<file path="config.mk">
export PLATFORM = sky130hd
export DESIGN_NAME = lpht_probe_ctrl
export DESIGN_NICKNAME = d
export VERILOG_FILES = /design/src/rtl/lpht_pkg.sv /design/src/rtl/lpht_probe_ctrl.sv
export SDC_FILE = /design/constraint.sdc
export NUM_CORES = 1
export LEC_CHECK = 0
export ABC_AREA = 1
export BUFFER_PORTS_ARGS = -buffer_cell sky130_fd_sc_hd__buf_2
export CAP_MARGIN = 20
export CORE_MARGIN = 8
export CORE_UTILIZATION = 40
export CTS_CLUSTER_SIZE = 28
export DETAILED_ROUTE_END_ITERATION = 12
export HOLD_SLACK_MARGIN = 0.12
export PLACE_DENSITY = 0.69
export SYNTH_ARGS = -nofsm -noshare
export SYNTH_HDL_FRONTEND = slang
export SYNTH_SLANG_ARGS = --single-unit
</file>
<file path="constraint.sdc">
create_clock -name clk -period 18.46 [get_ports clk]
set_input_delay 2.769 -clock clk [delete_from_list [all_inputs] [get_ports clk]]
set_output_delay 2.769 -clock clk [all_outputs]
set_load 0.01 [all_outputs]
</file>
<file path="src/rtl/lpht_pkg.sv">
`default_nettype none

package lpht_pkg;

  // Table geometry
  localparam int SLOTS      = 64;
  localparam int IDX_W      = $clog2(SLOTS);
  localparam int CNT_W      = $clog2(SLOTS + 1);
  localparam int KEY_BITS   = 64;
  localparam int HASH_BITS  = 32;
  localparam int VALUE_BITS = 32;
  localparam int LIMIT_W    = 7;

  localparam logic [LIMIT_W-1:0] LOAD_LIMIT_RESET = LIMIT_W'(48);

  typedef enum logic [1:0] {
    CMD_SET = 2'd0,
    CMD_GET = 2'd1,
    CMD_DEL = 2'd2,
    CMD_NOP = 2'd3
  } cmd_t;

  // Request transaction
  typedef struct packed {
    cmd_t                  cmd;
    logic [KEY_BITS-1:0]   key;
    logic [HASH_BITS-1:0]  key_hash;
    logic [VALUE_BITS-1:0] value;
  } req_t;

  // Response transaction
  typedef struct packed {
    logic                  hit;
    logic                  rejected;
    logic [VALUE_BITS-1:0] read_value;
  } rsp_t;

  // One slot as held in the slot RAM; empty slots are tracked by valid flops
  typedef struct packed {
    logic                  tomb;
    logic [KEY_BITS-1:0]   key;
    logic [HASH_BITS-1:0]  hash;
    logic [VALUE_BITS-1:0] value;
  } slot_entry_t;

  typedef struct packed {
    logic              en;
    logic [IDX_W-1:0]  addr;
    slot_entry_t       data;
  } slot_wr_t;

  typedef struct packed {
    logic push;
    rsp_t item;
  } res_push_t;

endpackage

`default_nettype wire

</file>
<file path="src/rtl/lpht_probe_ctrl.sv">
`default_nettype none

module lpht_probe_ctrl (
  input  wire logic                          clk,
  input  wire logic                          rst,
  input  wire logic                          req_valid,
  input  wire lpht_pkg::req_t                req,
  output      logic                          busy,
  input  wire logic [lpht_pkg::LIMIT_W-1:0]  load_limit,
  input  wire logic                          res_room,
  output      lpht_pkg::res_push_t           res,
  output      logic [lpht_pkg::IDX_W-1:0]    rd_addr,
  input  wire lpht_pkg::slot_entry_t         rd_data,
  output      lpht_pkg::slot_wr_t            wr
);
  import lpht_pkg::*;

  typedef enum logic [1:0] {
    S_IDLE,
    S_PROBE,
    S_FINISH
  } state_t;

  state_t                state;
  req_t                  item;
  logic [SLOTS-1:0]      slot_valid;
  logic [CNT_W-1:0]      used_slots;
  logic [IDX_W-1:0]      cur_addr;
  logic                  cur_valid;
  logic [IDX_W-1:0]      steps;
  logic [IDX_W-1:0]      at_addr;
  logic [IDX_W-1:0]      tomb_addr;
  logic                  found;
  logic                  have_tomb;
  logic                  have_empty;
  logic [VALUE_BITS-1:0] found_value;

  logic is_empty;
  logic is_match;
  logic is_tomb;
  logic over_limit;
  logic take_empty;
  logic finish_go;

  // Read address: start slot while idle, else the slot after the one in view
  always_comb begin
    if (state == S_IDLE) begin
      rd_addr = req.key_hash[IDX_W-1:0];
    end else begin
      rd_addr = cur_addr + IDX_W'(1);
    end
  end

  assign busy = (state != S_IDLE);

  // Classify the slot in view
  assign is_empty = !cur_valid;
  assign is_match = cur_valid && !rd_data.tomb
                    && (rd_data.hash == item.key_hash) && (rd_data.key == item.key);
  assign is_tomb  = cur_valid && rd_data.tomb;

  assign over_limit = ((CNT_W + 1)'(used_slots) + (CNT_W + 1)'(1))
                      > (CNT_W + 1)'(load_limit);
  assign finish_go  = (state == S_FINISH) && res_room;

  // Outcome of a finished probe: slot write and response
  always_comb begin
    wr.en             = 1'b0;
    wr.addr           = at_addr;
    wr.data.tomb      = 1'b0;
    wr.data.key       = item.key;
    wr.data.hash      = item.key_hash;
    wr.data.value     = item.value;
    res.push          = finish_go;
    res.item.hit      = 1'b0;
    res.item.rejected = 1'b0;
    res.item.read_value = '0;
    take_empty        = 1'b0;
    case (item.cmd)
      CMD_GET: begin
        res.item.hit = found;
        if (found) begin
          res.item.read_value = found_value;
        end
      end
      CMD_DEL: begin
        if (found) begin
          wr.en         = 1'b1;
          wr.data.tomb  = 1'b1;
          res.item.hit  = 1'b1;
        end
      end
      CMD_SET: begin
        if (found) begin
          wr.en = 1'b1;
        end else if (have_tomb) begin
          wr.en        = 1'b1;
          wr.addr      = tomb_addr;
          res.item.hit = 1'b1;
        end else if (have_empty && !over_limit) begin
          wr.en        = 1'b1;
          take_empty   = 1'b1;
          res.item.hit = 1'b1;
        end else begin
          res.item.rejected = 1'b1;
        end
      end
      default: begin
      end
    endcase
    wr.en      = wr.en && finish_go;
    take_empty = take_empty && finish_go;
  end

  // Sequencer: accept, walk one slot per cycle, then write back and respond
  always_ff @(posedge clk) begin
    cur_addr  <= rd_addr;
    cur_valid <= slot_valid[rd_addr];
    if (rst) begin
      state      <= S_IDLE;
      slot_valid <= '0;
      used_slots <= '0;
      found      <= 1'b0;
      have_tomb  <= 1'b0;
      have_empty <= 1'b0;
    end else begin
      case (state)
        S_IDLE: begin
          if (req_valid) begin
            item       <= req;
            steps      <= '0;
            found      <= 1'b0;
            have_tomb  <= 1'b0;
            have_empty <= 1'b0;
            state      <= (req.cmd == CMD_NOP) ? S_FINISH : S_PROBE;
          end
        end
        S_PROBE: begin
          steps <= steps + IDX_W'(1);
          if (is_empty) begin
            have_empty <= 1'b1;
            at_addr    <= cur_addr;
            state      <= S_FINISH;
          end else if (is_match) begin
            found       <= 1'b1;
            at_addr     <= cur_addr;
            found_value <= rd_data.value;
            state       <= S_FINISH;
          end else begin
            if (is_tomb && !have_tomb) begin
              have_tomb <= 1'b1;
              tomb_addr <= cur_addr;
            end
            // whole ring seen without an empty slot
            if (steps == IDX_W'(SLOTS - 1)) begin
              state <= S_FINISH;
            end
          end
        end
        S_FINISH: begin
          if (res_room) begin
            if (take_empty) begin
              slot_valid[at_addr] <= 1'b1;
              used_slots          <= used_slots + CNT_W'(1);
            end
            state <= S_IDLE;
          end
        end
        default: begin
          state <= S_IDLE;
        end
      endcase
    end
  end

  // Checks
  a_used_bounded: assert property (@(posedge clk) disable iff (rst)
    used_slots <= CNT_W'(SLOTS))
    else $error("used slot count above capacity");

  a_used_step: assert property (@(posedge clk) disable iff (rst)
    take_empty |=> used_slots == $past(used_slots) + CNT_W'(1))
    else $error("used slot count not bumped on fresh slot");

  a_probe_walk: assert property (@(posedge clk) disable iff (rst)
    (state == S_PROBE && $past(state == S_PROBE)) |-> cur_addr == $past(cur_addr) + IDX_W'(1))
    else $error("probe skipped a slot");

  a_write_only_on_finish: assert property (@(posedge clk) disable iff (rst)
    wr.en |-> res.push)
    else $error("slot write without a response");

  a_hit_reject_excl: assert property (@(posedge clk) disable iff (rst)
    res.push |-> !(res.item.hit && res.item.rejected))
    else $error("response both hit and rejected");

endmodule

`default_nettype wire
</file>
======== Word level (Yosys, flattened, before mapping) ========
Cells that the tools add are included.
W data, S select, Z words.
cells by class
  bitwise operators ....................... 3
  eq/ne operators ......................... 17
  reductions and logical operators ........ 27
  add/sub/neg operators ................... 4
  $lt $le $gt $ge ......................... 4
  multiplexer cells ....................... 45
operators by type and width
  cell                   count
  $eq A64 B64 Y1         1
  $mux W32               2
  $or A64 B64 Y64        1
  $mux W6                7
  $eq A32 B32 Y1         1
  $mux W1                20
  $reduce_and A3 Y1      6
  $lt A6 B7 Y1 const B   2
  $mux W2                7
  $ne A2 B2 Y1 const B   7
  $add A6 B1 Y6 const B  2
  $pmux W6 S2            1
  $logic_and A1 B1 Y1    10
  $reduce_and A5 Y1      2
  $add A7 B1 Y8 const B  1
  $gt A8 B7 Y1           1
  $pmux W1 S2            4
  $reduce_and A4 Y1      2
  $add A7 B1 Y7 const B  1
  $bmux W1 S6            1
  $demux W1 S6           1
  $eq A2 B2 Y1 const B   3
  $eq A6 B6 Y1 const B   1
  $ge A6 B1 Y1 const B   1
  other kinds (9)        15
storage, ports and cells
  bits in registers ....................... 263
  word-level logic and storage cells ...... 116
  output and inout bits ................... 178
  input port bits ......................... 270

======== Depth between registers and ports, before layout ========
Gate-level depths: netlist (run 1).
  word-level depth ........................ 10
  mapped depth ............................ 20
  mapped depth without buffers ............ 18

======== Worst setup path before layout (run 1) ========
Ideal clock, no wire load.
  kind .................................... input-to-reg
  from .................................... in rst
  to ...................................... reg item[128] (netlist bit), enable pin
  stages .................................. 3
  data arrival time ....................... 8.592 ns
  path buffers ............................ 2
  slack ................................... 9.247 ns
  required time ........................... 17.839 ns
  setup time .............................. 0.621 ns
  cell sequence ........................... clkbuf_1 clkbuf_1 nor2_1
between the ends
  word-level cells in the longest chain between the ends .. 2
RTL lines
  item                                line                    source
  from (decl)                         lpht_probe_ctrl.sv:5    input wire logic rst,
  $not A1 Y1 (no source line)         n/a
  $reduce_and A3 Y1 (no source line)  n/a
  to (signal assigned)                lpht_probe_ctrl.sv:130  item <= req;
  to (decl)                           lpht_probe_ctrl.sv:25   req_t item;
No other way between the ends.
A chain may end at the register's enable or synchronous reset.

==> impl_metrics.ini, run 1 <==
[global_routing]
antenna_found_initial = 19
grt_pass1_vias = 11600
grt_usage_pct = 22.6
grt_max_degree = 75
grt_pass1_wl_um = 70500
grt_overflow_total = 0

[routing]
detail_route.iter0.violations = 814
num_vias = 12100
ant_nets = 0
wire_per_inst_um = 19.2
viasPerCell = 4.92
dr.pass1.iters = 5
finalWirelength_um = 47200
drc = 0

[power]
power_density_mw_per_mm2 = 106
ir_drop_mv = 0.141
power_leakage_nw = 7.79

[clocking]
cts_buffers = 30
cts_setup_buffers = 0
path_clk_slew_ns = 0.06
cts_sinks = 263
cts_tree = built
clock_path_buffers = 3
clk_latency_ns = 0.58
cts_resized = 0
clock-root-buffer = clkbuf_16
htreeDepth = 1
hold_buffers = 0

[placed_design]
port_buffers = 447
post_dp_cell_area_mm2 = 0.0153
gp_congestion = 0.939
dp_hpwl_um = 38400

[layout]
final_area_mm2 = 0.0164
nNetsFinal = 2256
syn_to_final_growth_pct = 20.0
fillers = 3292
drive_above_1_share_pct = 26.0

[yosys]
synth_top_cell_area_share_pct = 39.6
yosys-top-cells-count = nand2_1 (403), inv_1 (301), nor2_1 (198)
syn-cell-area_mm2 = 0.0136
yosysUniqueCellTypes = 36
synth_cells = 1642
ys_warn_count = 0
synth_area_leaders = edfxtp_1 (40%), dfxtp_1 (12%), nand2_1 (11%), inv_1 (8.3%), buf_4 (7.2%)
syn-num-nets = 1926
synth-seq-area-share_pct = 51.8
yosysMostFrequentCell = nand2_1
synth_top_area_cell = edfxtp_1
synth-async-reset-ratio_pct = 0
avgSynthCellArea_um2 = 8.31
ys.flop_type = edfxtp_1
synth_edf_count = 180
yosys_register_bits = 263

[critical_path]
cp.arrival_ns = 4.19
crit_type = input port to output pin
critPathRequiredTime_ns = 15.69
start_kind = input port
crit_fanout = 3
end_kind = output pin

[timing]
clock.fmax_mhz = 144
worst_pin_slew_ns = 0.937
slew_violations = 0
setup_viol_count_final = 0
tns_ns = 0
layout_min_cycle_time_ns = 6.96
holdWs_ns = 0.451
max_slew_margin_pct = 37.4
min_period_over_period_pct = 37.7
rsz0062_at_grt = false
fin_skew_ns = 0.0200
hold_violations = 0

[die]
pin_count = 448
start_util_pct = 40.7
die_w_um = 201
rows = 67
die_y_um = 201
dieArea_mm2 = 0.0403
core_area_mm2 = 0.0335

[job]
cap_viol_max_count = 0

[worst_hold_path]
hold_path_class = register to register

[run_status]
status = complete, no violations
==> cell usage in the layout (no fill, tap or decap), types with 12 or more instances in the layout <==
| master | synthesis | layout |
|---|---|---|
| inv_1 | 301 | 301 |
| dfxtp_1 | 83 | 83 |
| nand4_1 | 33 | 33 |
| a21oi_1 | 87 | 87 |
| nor2_1 | 198 | 197 |
| xnor2_1 | 13 | 13 |
| clkbuf_16 | 0 | 30 |
| nand2_1 | 403 | 403 |
| buf_2 | 6 | 447 |
| nand3_1 | 63 | 63 |
| nor4_1 | 12 | 12 |
| ha_1 | 14 | 14 |
| o211ai_1 | 28 | 28 |
| diode_2 | 0 | 17 |
| o21ai_0 | 18 | 18 |
| edfxtp_1 | 180 | 180 |
| xor2_1 | 13 | 13 |
==> logic make-up after synthesis <==
group	share of synthesized area [%]
compound gates	6.42
buf+inv	17.0
simple gates	21.9
fa+ha+maj	1.28
flops	51.8
xor+xnor	1.67
==> path summary, 6_finish.rpt <==
| check | slack [ns] | start | to | cells past startpoint |
|---|---|---|---|---|
| hold / removal | 0.45 | slot_valid[6] | slot_valid[6] | 2 |
| hold reg to reg | 0.45 | slot_valid[6] | slot_valid[6] | 2 |
| setup reg to reg | 14.89 | state[1] | wr[47] | 5 |
| setup / recovery | 11.50 | load_limit[3] | wr[135] | 13 |
==> per-stage QoR <==
| stage | setup WS, ns | util, % | total power, mW | std cells |
|---|---|---|---|---|
| 2_1_floorplan | 9.25 | - | 1.06 | 1642 |
| 3_3_place_gp | 11.52 | 45.7 | 1.18 | 2384 |
| 3_5_place_dp | 11.51 | 45.7 | 1.18 | 2384 |
| 4_1_cts | 11.50 | 48.5 | 1.75 | 2439 |
| 5_1_grt | 11.37 | 48.8 | 1.82 | 2458 |
| 6_report | 11.50 | 48.8 | 1.74 | 2460 |
==> registers in the layout, indices dropped and copies added (netlist names) <==
signal	count
cur_addr	6
found_value	32
state	2
used_slots	7
have_empty	1
tomb_addr	6
slot_valid	64
wr	128
steps	6
at_addr	6
found	1
cur_valid	1
have_tomb	1
item	2
==> power breakdown <==
| part | switching [mW] | total [mW] | internal, mW |
|---|---|---|---|
| registers | 0.0497 | 0.744 | 0.694 |
| clock network | 0.240 | 0.567 | 0.326 |
| logic | 0.290 | 0.430 | 0.140 |
==> critical path, stage by stage <==
cell and delay, ns:
buf_2 0.08, inv_1 0.03, ha_1 0.31, a21oi_1 0.14
o21ai_0 0.11, nand2_1 0.07, nand3b_1 0.06, o21ai_0 0.07
nand2_1 0.10, nand2_1 0.09, o21ai_0 0.08, a21oi_1 0.13
buf_2 0.15
==> per-layer routing <==
metal / vias to the layer above / global-route usage (%) / wire (um)
met1: 5710 / 28.1 / 19300
met4: 8 / 7.39 / 1250
met2: 560 / 37.1 / 22200
met5: - / 0 / 43
li1: 5748 / - / -
met3: 82 / 6.76 / 4490
==> area by class of cell <==
class	instances	area, um^2	area share (%)
flip-flops and latches	263	7070	43.2
clock buffers	36	773	4.72
diodes	17	42.5	0.260
inverters	304	1140	6.97
repair buffers	456	2330	14.3
clock inverters	19	168	1.02
multi-input cells	917	4280	26.2
well taps	448	561	3.42
(Power assumes the default switching activity.)
==> inputs of run 2 (changes only) <==
--- a/config.mk
+++ b/config.mk
@@ -5,7 +5,7 @@
 export SDC_FILE = /design/constraint.sdc
 export NUM_CORES = 1
 export LEC_CHECK = 0
-export ABC_AREA = 1
+export ABC_AREA = 0
 export BUFFER_PORTS_ARGS = -buffer_cell sky130_fd_sc_hd__buf_2
 export CAP_MARGIN = 20
 export CORE_MARGIN = 8
@@ -13,7 +13,7 @@
 export CTS_CLUSTER_SIZE = 28
 export DETAILED_ROUTE_END_ITERATION = 12
 export HOLD_SLACK_MARGIN = 0.12
-export PLACE_DENSITY = 0.69
+export PLACE_DENSITY = 0.73
 export SYNTH_ARGS = -nofsm -noshare
 export SYNTH_HDL_FRONTEND = slang
 export SYNTH_SLANG_ARGS = --single-unit
==> constraint.sdc (replaced) <==
create_clock -name clk -period 5.86 [get_ports clk]
set_input_delay 0.879 -clock clk [delete_from_list [all_inputs] [get_ports clk]]
set_output_delay 0.879 -clock clk [all_outputs]
set_load 0.01 [all_outputs]
==> run 2 against run 1 <==
Against the previous run:
- worst hold slack improved by 0.021 ns
- die area decreased by 11%
- clock skew decreased by 0.0054 ns
- first-iteration DRC count decreased by 28%
- register-to-register slack got worse by 12 ns
- sequential power increased to 2.9 times the previous value
- synthesized area decreased by 12%
- cell area decreased by 10%
- routed wire length decreased by 17%
- via count decreased by 27%
- core utilization increased by 0.84 points
- combinational power increased by 38%
==> impl_metrics.ini, run 2 <==
[critical_path]
start_kind = register
cpPeakStageDelay_ns = 0.39
critPathRequiredTime_ns = 4.98
r2r_start = used_slots[0]
crit_type = register to output pin
r2r_cells = 10
reg2reg_setup_slack_ns = 2.43
cp.arrival_ns = 3.23
path_delay_family = simple AND/OR/NAND/NOR gates
critPathSlowestCell = dfxtp_1
r2r_end = slot_valid[11]
path_buf_inv = 1
end_kind = output pin
crit_fanout = 6
crit_chain = ha_1 -> and3_1 -> and3_1 -> xnor2_1 -> ha_1 -> a21oi_1 -> nand3b_1 -> a21oi_1 -> nor3_1 -> nor3_1 -> buf_2

[run_status]
status = complete, no violations

[power]
power.switching_mw = 1.18
power_density_mw_per_mm2 = 315
seqPwrFrac_pct = 46.8
ir_drop_mv = 0.243
p_clk_share_pct = 40.4
switching_share_pct = 25.6
finalPower_mw = 4.63
comb_power_share_pct = 12.8
power_leakage_nw = 6.18
power.internal_mw = 3.45

[yosys]
synth_xor_xnor_area_share_pct = 5.90
synth_cells = 1008
synth_compound_area_share_pct = 8.81
synth-seq-area-share_pct = 58.8
synth-async-reset-ratio_pct = 0
synth_mux_area_share_pct = 3.83
ys_warn_count = 0
yosys-top-cells-count = edfxtp_1 (180), buf_4 (129), inv_1 (113)
syn-num-nets = 1292
yosysMostFrequentCell = edfxtp_1
synth_edf_count = 180
synth_top_area_cell = edfxtp_1
synth_top_cell_area_share_pct = 45.0
yosysUniqueCellTypes = 57
avgSynthCellArea_um2 = 11.9
yosys_register_bits = 263
synth_top_family_by_area = buffers and inverters
syn-cell-area_mm2 = 0.0120
synth-simple-area-share_pct = 8.28
ys.flop_type = edfxtp_1
synth_fa_ha_area_share_pct = 1.46
synth_area_leaders = edfxtp_1 (45%), dfxtp_1 (14%), buf_4 (8.1%), xnor2_1 (4.2%), o22ai_1 (3.9%)

[clocking]
cts_buffers = 30
cts_resized = 0
cts_setup_buffers = 0
clock-root-buffer = clkbuf_16
path_clk_slew_ns = 0.06
cts_sinks = 263
clock_path_buffers = 3
htreeDepth = 1
cts_tree = built
clk_latency_ns = 0.57
hold_buffers = 0

[worst_hold_path]
min_to = slot_valid[22]
hold_path_class = register to register
min_delay_path_depth = 2
min_from = slot_valid[22]

[routing]
drc = 0
viasPerCell = 5.04
wire_per_inst_um = 22.4
ant_nets = 0
num_vias = 8828
finalWirelength_um = 39300
dr.pass1.iters = 6
detail_route.iter0.violations = 590

[layout]
fillers = 2685
syn_to_final_growth_pct = 22.5
largest_reg_flops = 128
stdcell_count = 1750
final_cell_mix = buf_2 (447), edfxtp_1 (180), inv_1 (113)
final_area_mm2 = 0.0147
nNetsFinal = 1616
final_util_pct = 49.7
drive_above_1_share_pct = 38.1
final_common_cell = buf_2

[timing]
fin_skew_ns = 0.0146
setup_viol_count_final = 0
worst_pin_slew_ns = 1.10
tns_ns = 0
max_slew_margin_pct = 26.3
slew_violations = 0
layout_min_cycle_time_ns = 4.11
clock.fmax_mhz = 244
min_period_over_period_pct = 70.1
rsz0062_at_grt = false
hold_violations = 0

[die]
dieArea_mm2 = 0.0358
core_area_mm2 = 0.0296
die_w_um = 189
start_util_pct = 40.5
rows = 63
pin_count = 448
die_y_um = 189

[global_routing]
gr-usage-met1_pct = 23.0
grt_pass1_wl_um = 56200
grt_overflow_total = 0
grt_pass1_vias = 8902
grt_busiest_layer = met2
grt_util_met2_pct = 36.9
antenna_found_initial = 7
grt_usage_pct = 20.6
grt_max_degree = 131
met3_usage_pct = 5.48

[placed_design]
post_dp_cell_area_mm2 = 0.0137
gp_congestion = 0.951
port_buffers = 447
dp_hpwl_um = 30600
placed_cells_incl_taps = 1689

[job]
cap_viol_max_count = 0
## run 2: layer usage
layer | vias up | wire length, um | part of all wire (%)
met5 | - | 51 | 0.13
met4 | 8 | 1640 | 4.2
met3 | 75 | 3190 | 8.1
met2 | 371 | 20200 | 52
met1 | 4238 | 14200 | 36
li1 | 4136 | - | -
## run 2: logic make-up after synthesis
logic type | Yosys count
flip-flops | 263
AND/OR/NAND/NOR | 184
buffers and inverters | 275
XOR/XNOR | 81
adder cells (fa/ha/maj) | 14
multiplexers | 44
AO/OA/AOI/OAI | 147
## run 2: power groups by stage
stage	combinational (mW)	sequential [mW]	clock, mW
global placement	0.584	2.20	0
CTS	0.595	2.17	1.92
global route	0.637	2.18	1.98
floorplan	0.405	2.18	0
detailed placement	0.592	2.20	0
finish	0.594	2.17	1.87
## run 2: worst min-delay path, cell delays in order (launching register included)
cell and delay [ns]:
dfxtp_1 0.31, inv_1 0.04, o22ai_1 0.07
## run 2: how the worst max path moves through the flow
stage	cells past startpoint	startpoint	to	slack [ns]
finish	11	used_slots[0]	wr[135]	1.75
global route	11	used_slots[0]	wr[135]	1.35
CTS	11	used_slots[0]	wr[135]	1.71
detailed placement	8	rd_data[72]	found_value[1]	1.96
global placement	8	rd_data[126]	found_value[10]	1.99
floorplan	6	rd_data[32]	found_value[0]	0.93
## run 2: area by class of cell
type | instances | area (um^2) | area share, %
Timing Repair Buffer | 453 | 2290 | 15.6
Sequential cell | 263 | 7070 | 48.0
Inverter | 114 | 428 | 2.91
Clock inverter | 13 | 115 | 0.782
Antenna cell | 5 | 12.5 | 0.0850
Multi-Input combinational cell | 470 | 3410 | 23.2
Tap cell | 390 | 488 | 3.32
Clock buffer | 42 | 900 | 6.11
## run 2: through the flow
stage / setup WS, ns / hold WS [ns]
2_1_floorplan: 0.933 / 0.447
3_3_place_gp: 1.99 / 0.458
3_5_place_dp: 1.96 / 0.462
4_1_cts: 1.71 / 0.457
5_1_grt: 1.35 / 0.459
6_report: 1.75 / 0.472
